<file path="src/hdl/dfs_topological_order_unit_macros.svh">
// ----------------------------------------------------------------------------
// Assertion macros for the DFS topological order unit
// Concurrent checks that compile away when SYNTH is defined.
// ----------------------------------------------------------------------------
`ifndef DFS_TOPOLOGICAL_ORDER_UNIT_MACROS_SVH
`define DFS_TOPOLOGICAL_ORDER_UNIT_MACROS_SVH

`ifndef SYNTH
// Same-cycle implication, sampled on clk, idle during reset.
`define DFS_ASSERT_NOW(label, ante, cons) \
  label: assert property (@(posedge clk) disable iff (!rst_n) (ante) |-> (cons)) \
    else $error("dfs_topological_order_unit: same-cycle check failed");
// Next-cycle implication, sampled on clk, idle during reset.
`define DFS_ASSERT_NEXT(label, ante, cons) \
  label: assert property (@(posedge clk) disable iff (!rst_n) (ante) |=> (cons)) \
    else $error("dfs_topological_order_unit: next-cycle check failed");
`else
`define DFS_ASSERT_NOW(label, ante, cons)
`define DFS_ASSERT_NEXT(label, ante, cons)
`endif

`endif

</file>
<file path="src/hdl/dfs_topo_pkg.sv">
// ----------------------------------------------------------------------------
// DFS topological order package
// Sizes, codes and item types shared by the topological order unit.
// ----------------------------------------------------------------------------
package dfs_topo_pkg;

  localparam int MAX_NODES = 16;
  localparam int MAX_EDGES = 32;

  localparam int NODE_W   = $clog2(MAX_NODES);      // node index
  localparam int NCNT_W   = $clog2(MAX_NODES + 1);  // node count, stack pointer
  localparam int EADDR_W  = $clog2(MAX_EDGES);      // edge store address
  localparam int ECNT_W   = $clog2(MAX_EDGES + 1);  // edge count
  localparam int IDX_W    = 8;                      // raw node field of an edge

  // Item modes.
  localparam logic MODE_LOAD = 1'b0;
  localparam logic MODE_SORT = 1'b1;

  // Result status codes.
  localparam logic STATUS_OK  = 1'b0;
  localparam logic STATUS_ERR = 1'b1;

  typedef struct packed {
    logic             mode;
    logic [IDX_W-1:0] from_node;
    logic [IDX_W-1:0] to_node;
  } in_item_t;

  typedef struct packed {
    logic [NODE_W-1:0] order_node;
    logic              node_valid;
    logic              status;
    logic              last;
  } out_item_t;

endpackage

</file>
<file path="src/hdl/dfs_topological_order_unit.sv">
// ----------------------------------------------------------------------------
// DFS topological order unit
// A load item (mode 0) appends one directed edge to a 32-entry edge store;
// the unit stays ready. A sort item (mode 1) raises busy and runs a
// depth-first walk: roots in node order, edges in load order. Each edge test
// passes through ST_FETCH and then ST_CHECK because the edge store is a memory
// with a registered read port, and every node scans the whole edge list once
// from the saved position of its stack frame. Results then follow on
// out_strobe one per cycle, in topological order, and cannot be stalled; busy
// falls with the final result. A cycle, a walked edge with a destination
// outside node_total, an overflowed edge store or node_total above 16 give a
// single error result, which is registered from ST_ERR after the error is
// found. Every sort clears the edge store and the marks.
// ----------------------------------------------------------------------------
`include "dfs_topological_order_unit_macros.svh"

module dfs_topological_order_unit (
  input  logic                                  clk,
  input  logic                                  rst_n,
  input  logic                                  start,
  output logic                                  busy,
  input  dfs_topo_pkg::in_item_t                in_item,
  input  logic                                  cfg_we,
  input  logic [dfs_topo_pkg::NCNT_W-1:0]       cfg_wdata,
  output logic                                  out_strobe,
  output dfs_topo_pkg::out_item_t               out_item
);

  typedef enum logic [2:0] {
    ST_IDLE,
    ST_ROOT,
    ST_FETCH,
    ST_CHECK,
    ST_EMIT,
    ST_ERR
  } state_t;

  localparam int NODE_W  = dfs_topo_pkg::NODE_W;
  localparam int NCNT_W  = dfs_topo_pkg::NCNT_W;
  localparam int EADDR_W = dfs_topo_pkg::EADDR_W;
  localparam int ECNT_W  = dfs_topo_pkg::ECNT_W;
  localparam int IDX_W   = dfs_topo_pkg::IDX_W;
  localparam int NODES   = dfs_topo_pkg::MAX_NODES;
  localparam int EDGES   = dfs_topo_pkg::MAX_EDGES;

  state_t                  state_r;
  logic [NCNT_W-1:0]       node_total_r;
  logic [ECNT_W-1:0]       loaded_r;
  logic                    overflow_r;
  logic [NODES-1:0]        visited_r;
  logic [NODES-1:0]        on_path_r;
  logic [NCNT_W-1:0]       root_r;
  logic [NCNT_W-1:0]       sp_r;
  logic [NODE_W-1:0]       cur_u_r;
  logic [ECNT_W-1:0]       cur_e_r;
  logic [NCNT_W-1:0]       fc_r;
  logic [NODE_W-1:0]       stack_node_r [NODES];
  logic [ECNT_W-1:0]       stack_edge_r [NODES];
  logic [NODE_W-1:0]       finish_r     [NODES];
  logic                    out_strobe_r;
  dfs_topo_pkg::out_item_t out_item_r;

  // Edge store: source in the upper byte, destination in the lower byte.
  logic [2*IDX_W-1:0]      edge_mem [EDGES];
  logic [2*IDX_W-1:0]      rd_data_r;

  logic                    accept;
  logic                    mem_we;
  logic [IDX_W-1:0]        rd_src;
  logic [IDX_W-1:0]        rd_dst;
  logic [NODE_W-1:0]       dst_idx;
  logic [NODE_W-1:0]       root_idx;
  logic [NCNT_W-1:0]       sp_m1;
  logic [NCNT_W-1:0]       sp_m2;
  logic [NCNT_W-1:0]       fc_m1;

  assign accept   = start && (state_r == ST_IDLE);
  assign mem_we   = accept && (in_item.mode == dfs_topo_pkg::MODE_LOAD) &&
                    (loaded_r < ECNT_W'(EDGES));
  assign rd_src   = rd_data_r[2*IDX_W-1:IDX_W];
  assign rd_dst   = rd_data_r[IDX_W-1:0];
  assign dst_idx  = rd_dst[NODE_W-1:0];
  assign root_idx = root_r[NODE_W-1:0];
  assign sp_m1    = sp_r - NCNT_W'(1);
  assign sp_m2    = sp_r - NCNT_W'(2);
  assign fc_m1    = fc_r - NCNT_W'(1);

  assign busy       = (state_r != ST_IDLE);
  assign out_strobe = out_strobe_r;
  assign out_item   = out_item_r;

  always_ff @(posedge clk) begin
    if (mem_we) begin
      edge_mem[loaded_r[EADDR_W-1:0]] <= {in_item.from_node, in_item.to_node};
    end
    rd_data_r <= edge_mem[cur_e_r[EADDR_W-1:0]];
  end

  always_ff @(posedge clk) begin
    if (!rst_n) begin
      state_r      <= ST_IDLE;
      node_total_r <= '0;
      loaded_r     <= '0;
      overflow_r   <= 1'b0;
      visited_r    <= '0;
      on_path_r    <= '0;
      root_r       <= '0;
      sp_r         <= '0;
      fc_r         <= '0;
      out_strobe_r <= 1'b0;
    end else begin
      out_strobe_r <= 1'b0;
      if (cfg_we) begin
        node_total_r <= cfg_wdata;
      end
      unique case (state_r)
        ST_IDLE: begin
          if (accept) begin
            if (in_item.mode == dfs_topo_pkg::MODE_LOAD) begin
              if (mem_we) begin
                loaded_r <= loaded_r + ECNT_W'(1);
              end else begin
                overflow_r <= 1'b1;
              end
            end else if (overflow_r || (node_total_r > NCNT_W'(NODES))) begin
              state_r <= ST_ERR;
            end else begin
              root_r  <= '0;
              fc_r    <= '0;
              state_r <= ST_ROOT;
            end
          end
        end
        ST_ROOT: begin
          if (root_r == node_total_r) begin
            state_r <= ST_EMIT;
          end else if (visited_r[root_idx]) begin
            root_r <= root_r + NCNT_W'(1);
          end else begin
            stack_node_r[0]     <= root_idx;
            on_path_r[root_idx] <= 1'b1;
            sp_r                <= NCNT_W'(1);
            cur_u_r             <= root_idx;
            cur_e_r             <= '0;
            state_r             <= ST_FETCH;
          end
        end
        ST_FETCH: begin
          if (cur_e_r < loaded_r) begin
            state_r <= ST_CHECK;
          end else begin
            // All edges of the top node are done: it finishes.
            on_path_r[cur_u_r]         <= 1'b0;
            visited_r[cur_u_r]         <= 1'b1;
            finish_r[fc_r[NODE_W-1:0]] <= cur_u_r;
            fc_r                       <= fc_r + NCNT_W'(1);
            sp_r                       <= sp_m1;
            if (sp_m1 == '0) begin
              state_r <= ST_ROOT;
            end else begin
              cur_u_r <= stack_node_r[sp_m2[NODE_W-1:0]];
              cur_e_r <= stack_edge_r[sp_m2[NODE_W-1:0]];
            end
          end
        end
        ST_CHECK: begin
          state_r <= ST_FETCH;
          cur_e_r <= cur_e_r + ECNT_W'(1);
          if (rd_src == IDX_W'(cur_u_r)) begin
            if ((rd_dst >= IDX_W'(node_total_r)) || on_path_r[dst_idx]) begin
              state_r <= ST_ERR;
            end else if (!visited_r[dst_idx]) begin
              stack_edge_r[sp_m1[NODE_W-1:0]] <= cur_e_r + ECNT_W'(1);
              stack_node_r[sp_r[NODE_W-1:0]]  <= dst_idx;
              on_path_r[dst_idx]              <= 1'b1;
              sp_r                            <= sp_r + NCNT_W'(1);
              cur_u_r                         <= dst_idx;
              cur_e_r                         <= '0;
            end
          end
        end
        ST_EMIT: begin
          out_strobe_r          <= 1'b1;
          out_item_r.status     <= dfs_topo_pkg::STATUS_OK;
          if (fc_r == '0) begin
            // Empty graph: one result that carries no node.
            out_item_r.order_node <= '0;
            out_item_r.node_valid <= 1'b0;
            out_item_r.last       <= 1'b1;
          end else begin
            out_item_r.order_node <= finish_r[fc_m1[NODE_W-1:0]];
            out_item_r.node_valid <= 1'b1;
            out_item_r.last       <= (fc_m1 == '0);
            fc_r                  <= fc_m1;
          end
          if (fc_r <= NCNT_W'(1)) begin
            visited_r  <= '0;
            on_path_r  <= '0;
            loaded_r   <= '0;
            overflow_r <= 1'b0;
            state_r    <= ST_IDLE;
          end
        end
        ST_ERR: begin
          out_strobe_r          <= 1'b1;
          out_item_r.order_node <= '0;
          out_item_r.node_valid <= 1'b0;
          out_item_r.status     <= dfs_topo_pkg::STATUS_ERR;
          out_item_r.last       <= 1'b1;
          visited_r             <= '0;
          on_path_r             <= '0;
          loaded_r              <= '0;
          overflow_r            <= 1'b0;
          state_r               <= ST_IDLE;
        end
        default: begin
          state_r <= ST_IDLE;
        end
      endcase
    end
  end

  // A node is never on the current path and finished at the same time.
  `DFS_ASSERT_NOW(a_marks_disjoint, 1'b1, (on_path_r & visited_r) == '0)
  // An error result is always the single, final result of a sort.
  `DFS_ASSERT_NOW(a_err_single, out_strobe && (out_item.status == dfs_topo_pkg::STATUS_ERR),
                  out_item.last && !out_item.node_valid)
  // A result that carries a node is never an error.
  `DFS_ASSERT_NOW(a_valid_ok, out_strobe && out_item.node_valid,
                  out_item.status == dfs_topo_pkg::STATUS_OK)
  // A sort item always keeps the unit busy for at least the next cycle.
  `DFS_ASSERT_NEXT(a_sort_busy, start && !busy && (in_item.mode == dfs_topo_pkg::MODE_SORT),
                   busy)

endmodule

</file>
<file path="config.mk">
export PLATFORM = sky130hd
export DESIGN_NAME = dfs_topological_order_unit
export DESIGN_NICKNAME = d
export VERILOG_FILES = /design/src/hdl/dfs_topo_pkg.sv /design/src/hdl/dfs_topological_order_unit.sv
export VERILOG_INCLUDE_DIRS = /design/src /design/src/hdl
export SDC_FILE = /design/constraint.sdc
export NUM_CORES = 1
export LEC_CHECK = 0
export BUFFER_PORTS_ARGS = -buffer_cell sky130_fd_sc_hd__buf_2
export CAP_MARGIN = 40
export CORE_ASPECT_RATIO = 0.6
export CORE_UTILIZATION = 62
export DETAILED_ROUTE_END_ITERATION = 16
export PLACE_DENSITY = 0.88
export REMOVE_ABC_BUFFERS = 1
export SLEW_MARGIN = 5
export SYNTH_ARGS = -nofsm -noshare
export SYNTH_HDL_FRONTEND = slang
export SYNTH_SLANG_ARGS = --single-unit
</file>
<file path="constraint.sdc">
create_clock -name clk -period 10 [get_ports clk]
set_clock_uncertainty 0.15 [all_clocks]
set_input_delay 1 -clock clk [delete_from_list [all_inputs] [get_ports clk]]
set_output_delay 1 -clock clk [all_outputs]
set_load 0.02 [all_outputs]
</file>
Word-level counts from Yosys, hierarchy flattened
Memories as Yosys holds them, arrays and structs flattened. A register that Yosys moved wholly into a read port is not among the register bits. Cells that the tools add are included. W data, S select, Z words.

Shift-type cells: 0. Equality and inequality tests: 25. Reduce and logical (&&, ||, !) cells: 33. Bitwise gates (word level): 6. Add/subtract/negate cells: 8. Order comparisons: 11. Multipliers: 0. Multiplexer cells: 99. Divide/modulo/power cells: 0.

Operator list (count): $mux W16 (8); $pmux W16 S5 (1); $mux W5 (14); $mux W6 (11); $or A16 B16 Y16 (3); $pmux W16 S3 (1); $mux W4 (9); $pmux W6 S3 (2); $ne A2 B2 Y1 const B (16); $mux W1 (30); $mux W3 (10); $pmux W5 S3 (2); $reduce_and A6 Y1 (3); $and A16 B16 Y16 (1); $not A16 Y16 (1); $add A5 B1 Y5 const B (3); $logic_not A5 Y1 (3); $lt A4 B5 Y1 const B (3); $pmux W3 S5 (1); $reduce_and A5 Y1 (3); $reduce_bool A3 Y1 (5); $pmux W7 S2 (1); $add A6 B1 Y6 const B (2); $bmux W1 S4 (3); 31 further kinds (46).

Input port bits: 26. Memory bits (read-only): 0. Bits in latches: 0. Register bits after elaboration: 80. Word-level logic and storage cells: 202. Bits in writable memories: 736. Memories: 4. Output and inout bits: 9.

Memory list: edge_mem (words 32, width 16, rd ports 1, clocked after Yosys merged registers in 1, wr ports 1, line dfs_topological_order_unit.sv:64) `logic [2*IDX_W-1:0] edge_mem [EDGES];`; stack_edge_r (words 16, width 6, rd ports 1, clocked after Yosys merged registers in 0, wr ports 1, line dfs_topological_order_unit.sv:58) `logic [ECNT_W-1:0] stack_edge_r [NODES];`; finish_r (words 16, width 4, rd ports 1, clocked after Yosys merged registers in 0, wr ports 1, line dfs_topological_order_unit.sv:59) `logic [NODE_W-1:0] finish_r [NODES];`; stack_node_r (words 16, width 4, rd ports 1, clocked after Yosys merged registers in 0, wr ports 1, line dfs_topological_order_unit.sv:57) `logic [NODE_W-1:0] stack_node_r [NODES];`.

Logic depth before layout (Yosys ltp)
Depth in word-level cells: 10. Mapped depth: 11. Mapped depth without buffers: 9.

Least setup slack after synthesis
OpenSTA, ideal clock, no wires.

Kind: reg2reg. Start point: register sp_r[1]. End point: register cur_e_r[5], data pin. Cell stages (with the launch flop): 9. Setup time: 257 ps. Slack: 6744 ps. Required time: 9593 ps. Period minus slack after synthesis: 3256 ps. Arrival time: 2849 ps. Buffers on the path: 3. Cells stage by stage: dfxtp_1 clkbuf_1 clkbuf_1 inv_1 ha_1 clkbuf_1 mux4_2 mux4_2 a32o_1.

Cells in the longest elaborated chain, start to end: 5.

RTL lines: start: declaration (line dfs_topological_order_unit.sv:53) `logic [NCNT_W-1:0] sp_r;`; start signal: assignment (line dfs_topological_order_unit.sv:157) `sp_r <= sp_m1;`; start signal: assignment (line dfs_topological_order_unit.sv:176) `sp_r <= sp_r + NCNT_W'(1);`; $sub A4 B2 Y4 (line dfs_topological_order_unit.sv:85) `assign sp_m2 = sp_r - NCNT_W'(2);`; $mem_v2 Z16 W6; $mux W6 (line dfs_topological_order_unit.sv:158) `if (sp_m1 == '0) begin`; $mux W6 (line dfs_topological_order_unit.sv:149) `if (cur_e_r < loaded_r) begin`; $pmux W6 S3 (line dfs_topological_order_unit.sv:116) `unique case (state_r)`; end signal: assignment (line dfs_topological_order_unit.sv:162) `cur_e_r <= stack_edge_r[sp_m2[NODE_W-1:0]];`; end signal: assignment (line dfs_topological_order_unit.sv:168) `cur_e_r <= cur_e_r + ECNT_W'(1);`; end: declaration (line dfs_topological_order_unit.sv:55) `logic [ECNT_W-1:0] cur_e_r;`.

No other way between the ends. The select of a mux whose other input is x is not followed. A chain may end at the register's enable or synchronous reset.

Worst setup path in the final report
Ends and elaborated chain as after synthesis.

==> impl_metrics.env <==
export IMPL_status="finished, final reports clean"
export IMPL_path_clk_slew_ns=0.06
export IMPL_place_hpwl_mm=51.8
export IMPL_rsz0062_at_grt="no"
export IMPL_worst_pin_slew_ns=0.972
export IMPL_endpoint_kind="register"
export IMPL_syn_area_um2=34200
export IMPL_core_area_um2=54300
export IMPL_ctsHoldBuffers=0
export IMPL_setup_viol=0
export IMPL_grt_remaining_overflow=0
export IMPL_ys_ff_latch=832
export IMPL_route_detailed_drc=0
export IMPL_final_nets=2191
export IMPL_startpoint="sp_r[1]$_SDFFE_PN0P_"
export IMPL_ys_warnings_count=0
export IMPL_drt_initial_drc_count=3368
export IMPL_numCtsBuffers=73
export IMPL_seq_area_frac_synth_pct=70.7
export IMPL_max_freq_mhz=239
export IMPL_drt_total_wl_mm=85.7
export IMPL_avgSynthCellArea_um2=16.5
export IMPL_fp_row_count=66
export IMPL_pin_count=35
export IMPL_fin_total_pwr_uw=7250
export IMPL_antenna_found_initial=3
export IMPL_post_cts_buffers=0
export IMPL_timing_rr_start="sp_r[1]$_SDFFE_PN0P_"
export IMPL_cts_num_sinks=832
export IMPL_die_h_um=184
export IMPL_cts_buffer_depth=3
export IMPL_grt_pass1_vias=20000
export IMPL_routed_via_density=7.02
export IMPL_path_class="reg2reg"
export IMPL_syn_instance_count=2071
export IMPL_cp_start_kind="register"
export IMPL_slew_headroom_pct=35.2
export IMPL_cellPowerDensity_nw_per_um2=191
export IMPL_dieArea_um2=56200
export IMPL_wl_per_cell_um=29.5
export IMPL_clock_latency_ns=0.66
export IMPL_hold_ws_ns=0.351
export IMPL_min_delay_start="visited_r[9]$_SDFFE_PN0P_"
export IMPL_final_core_util_pct=69.8
export IMPL_htree_num_levels=3
export IMPL_vias=20400
export IMPL_ff_latch_area_um2=24200
export IMPL_antenna_left=0
export IMPL_synthDistinctLibCells=63
export IMPL_portBuffers=34
export IMPL_finalHoldViolCount=0
export IMPL_p_leak_uw=0.0125
export IMPL_ys_async_sr_fraction_pct=0
export IMPL_fp_dieW_um=305
export IMPL_cts_tree="yes"
export IMPL_place_congestion=0.914
export IMPL_worst_ep_arrival_time_ns=4.42
export IMPL_hold_path_class="reg2reg"
export IMPL_required_ns=10.23
export IMPL_start_util_pct=63.0
export IMPL_max_cap_violations=0
export IMPL_fin_cells=2903
export IMPL_period_needed_ns=4.19
export IMPL_dr_pass1_iters=7
export IMPL_grt_usage_pct=31.0
export IMPL_place_inst=2767
export IMPL_syn2layout_area_growth_pct=10.8
export IMPL_layout_worst_path_cycle_share_pct=41.9
export IMPL_ir_drop_mv=0.153
export IMPL_setup_tns_ns=0
export IMPL_cts_resized=0
export IMPL_drive_above_1_share_pct=19.3
export IMPL_fillers=3187
export IMPL_ys_flop_type="edfxtp_1"
export IMPL_grt_pass1_wl_mm=128
export IMPL_multiInputGateArea_um2=9470
export IMPL_timing_final_max_slew_violations=0
export IMPL_grt_max_degree=69
export IMPL_synth_edf_count=753
export IMPL_crit_fanout=24
export IMPL_root_buffer="clkbuf_16"
## layer usage
layer / GRT usage [%] / vias up / wire, um
li1: - / 8348 / -
met5: 0 / - / 0
met4: 8.72 / 0 / 2170
met2: 45.3 / 1709 / 37900
met1: 46.7 / 10100 / 33200
met3: 7.80 / 198 / 12400
## layout by cell type (no fill, tap or decap), types with 17 or more instances in the layout
cell and instances:
inv_1 23, o22ai_1 22, clkbuf_1 17, clkbuf_16 76
mux4_2 145, a21oi_1 73, mux2_2 39, edfxtp_1 753
dfxtp_1 78, buf_2 34, nor3_1 51, o221ai_1 48
and2_1 29, mux2i_1 105, nand3_1 36, nor2_1 107
ha_1 33, a31oi_1 39, buf_4 65, nand2_1 154
o21ai_0 62
## kinds of logic (layout without fill, tap and decap cells)
logic type / count (synthesis) / count (layout) / share of synthesized area [%]
AO/OA/AOI/OAI: 303 / 303 / 5.87
XOR/XNOR: 27 / 27 / 0.713
adder cells (fa/ha/maj): 33 / 33 / 1.21
buffers and inverters: 150 / 267 / 1.75
flip-flops: 832 / 832 / 70.7
multiplexers: 289 / 289 / 13.9
other: 0 / 1 / 0
AND/OR/NAND/NOR: 437 / 437 / 5.90
## synth_stat cells (7+ instances only)
library cell	number	area (um^2)
a31oi_1	39	244
buf_1	17	63.8
o22ai_1	22	138
nand4_1	7	43.8
mux4_2	145	3270
nand3_1	36	180
o211a_1	16	160
inv_1	23	86.3
mux2_2	39	439
xnor2_1	13	114
nand2_1	155	582
clkbuf_1	85	319
nand2b_1	12	75.1
mux2i_1	105	1050
buf_2	21	105
a21oi_1	73	365
o21ai_0	62	310
nor3_1	51	255
nor4_1	12	75.1
and2_1	29	181
dfxtp_1	79	1580
nor2_1	107	402
nor2b_1	12	75.1
edfxtp_1	753	22600
o221ai_1	48	420
xor2_1	13	114
ha_1	33	413
## power by group
part	switching, uW	internal (uW)
sequential	32.6	3810
clock	1280	1630
combinational	315	174
total	1630	5620
## path summary, 6_finish.rpt
kind | end | slack [ns] | depth (start not counted)
max | cur_e_r[5]$_DFFE_PP_ | 5.81 | 6
min | visited_r[9]$_SDFFE_PN0P_ | 0.35 | 2
max reg2reg | cur_e_r[5]$_DFFE_PP_ | 5.81 | 6
min reg2reg | visited_r[9]$_SDFFE_PN0P_ | 0.35 | 2
## worst max-delay path: stages, from the launching register on
cell     delay [ns]
dfxtp_1        0.90
inv_1          0.37
ha_1           0.89
buf_4          0.46
mux4_2         0.39
mux4_2         0.52
a32o_1         0.24
## stage by stage
stage / setup slack, ns / cell area (um^2)
5_1_grt: 5.66 / 37900
2_1_floorplan: 1.61 / 33700
6_report: 5.81 / 37900
4_1_cts: 5.89 / 37900
3_3_place_gp: 5.77 / 35200
3_5_place_dp: 5.93 / 35500
## cell type report
type | count | area share (%)
antenna | 1 | 0.00660
clock buffer | 99 | 5.40
clock inverter | 32 | 1.02
inverter | 25 | 0.247
multi-input combinational | 1089 | 25.0
sequential | 832 | 63.8
tap | 714 | 2.36
timing repair buffer | 111 | 2.23
## sequential cells by signal, indices dropped and copies added (netlist names), 3 cells and up
signal and cells:
loaded_r 6, finish_r 64, cur_u_r 4, root_r 5, state_r 3, sp_r 5, stack_node_r 64, on_path_r 16
fc_r 5, out_item 7, rd_data_r 16, edge_mem 512, node_total_r 5, visited_r 16, stack_edge_r 96, cur_e_r 6
No activity file was read; power rests on OpenSTA's default activity.
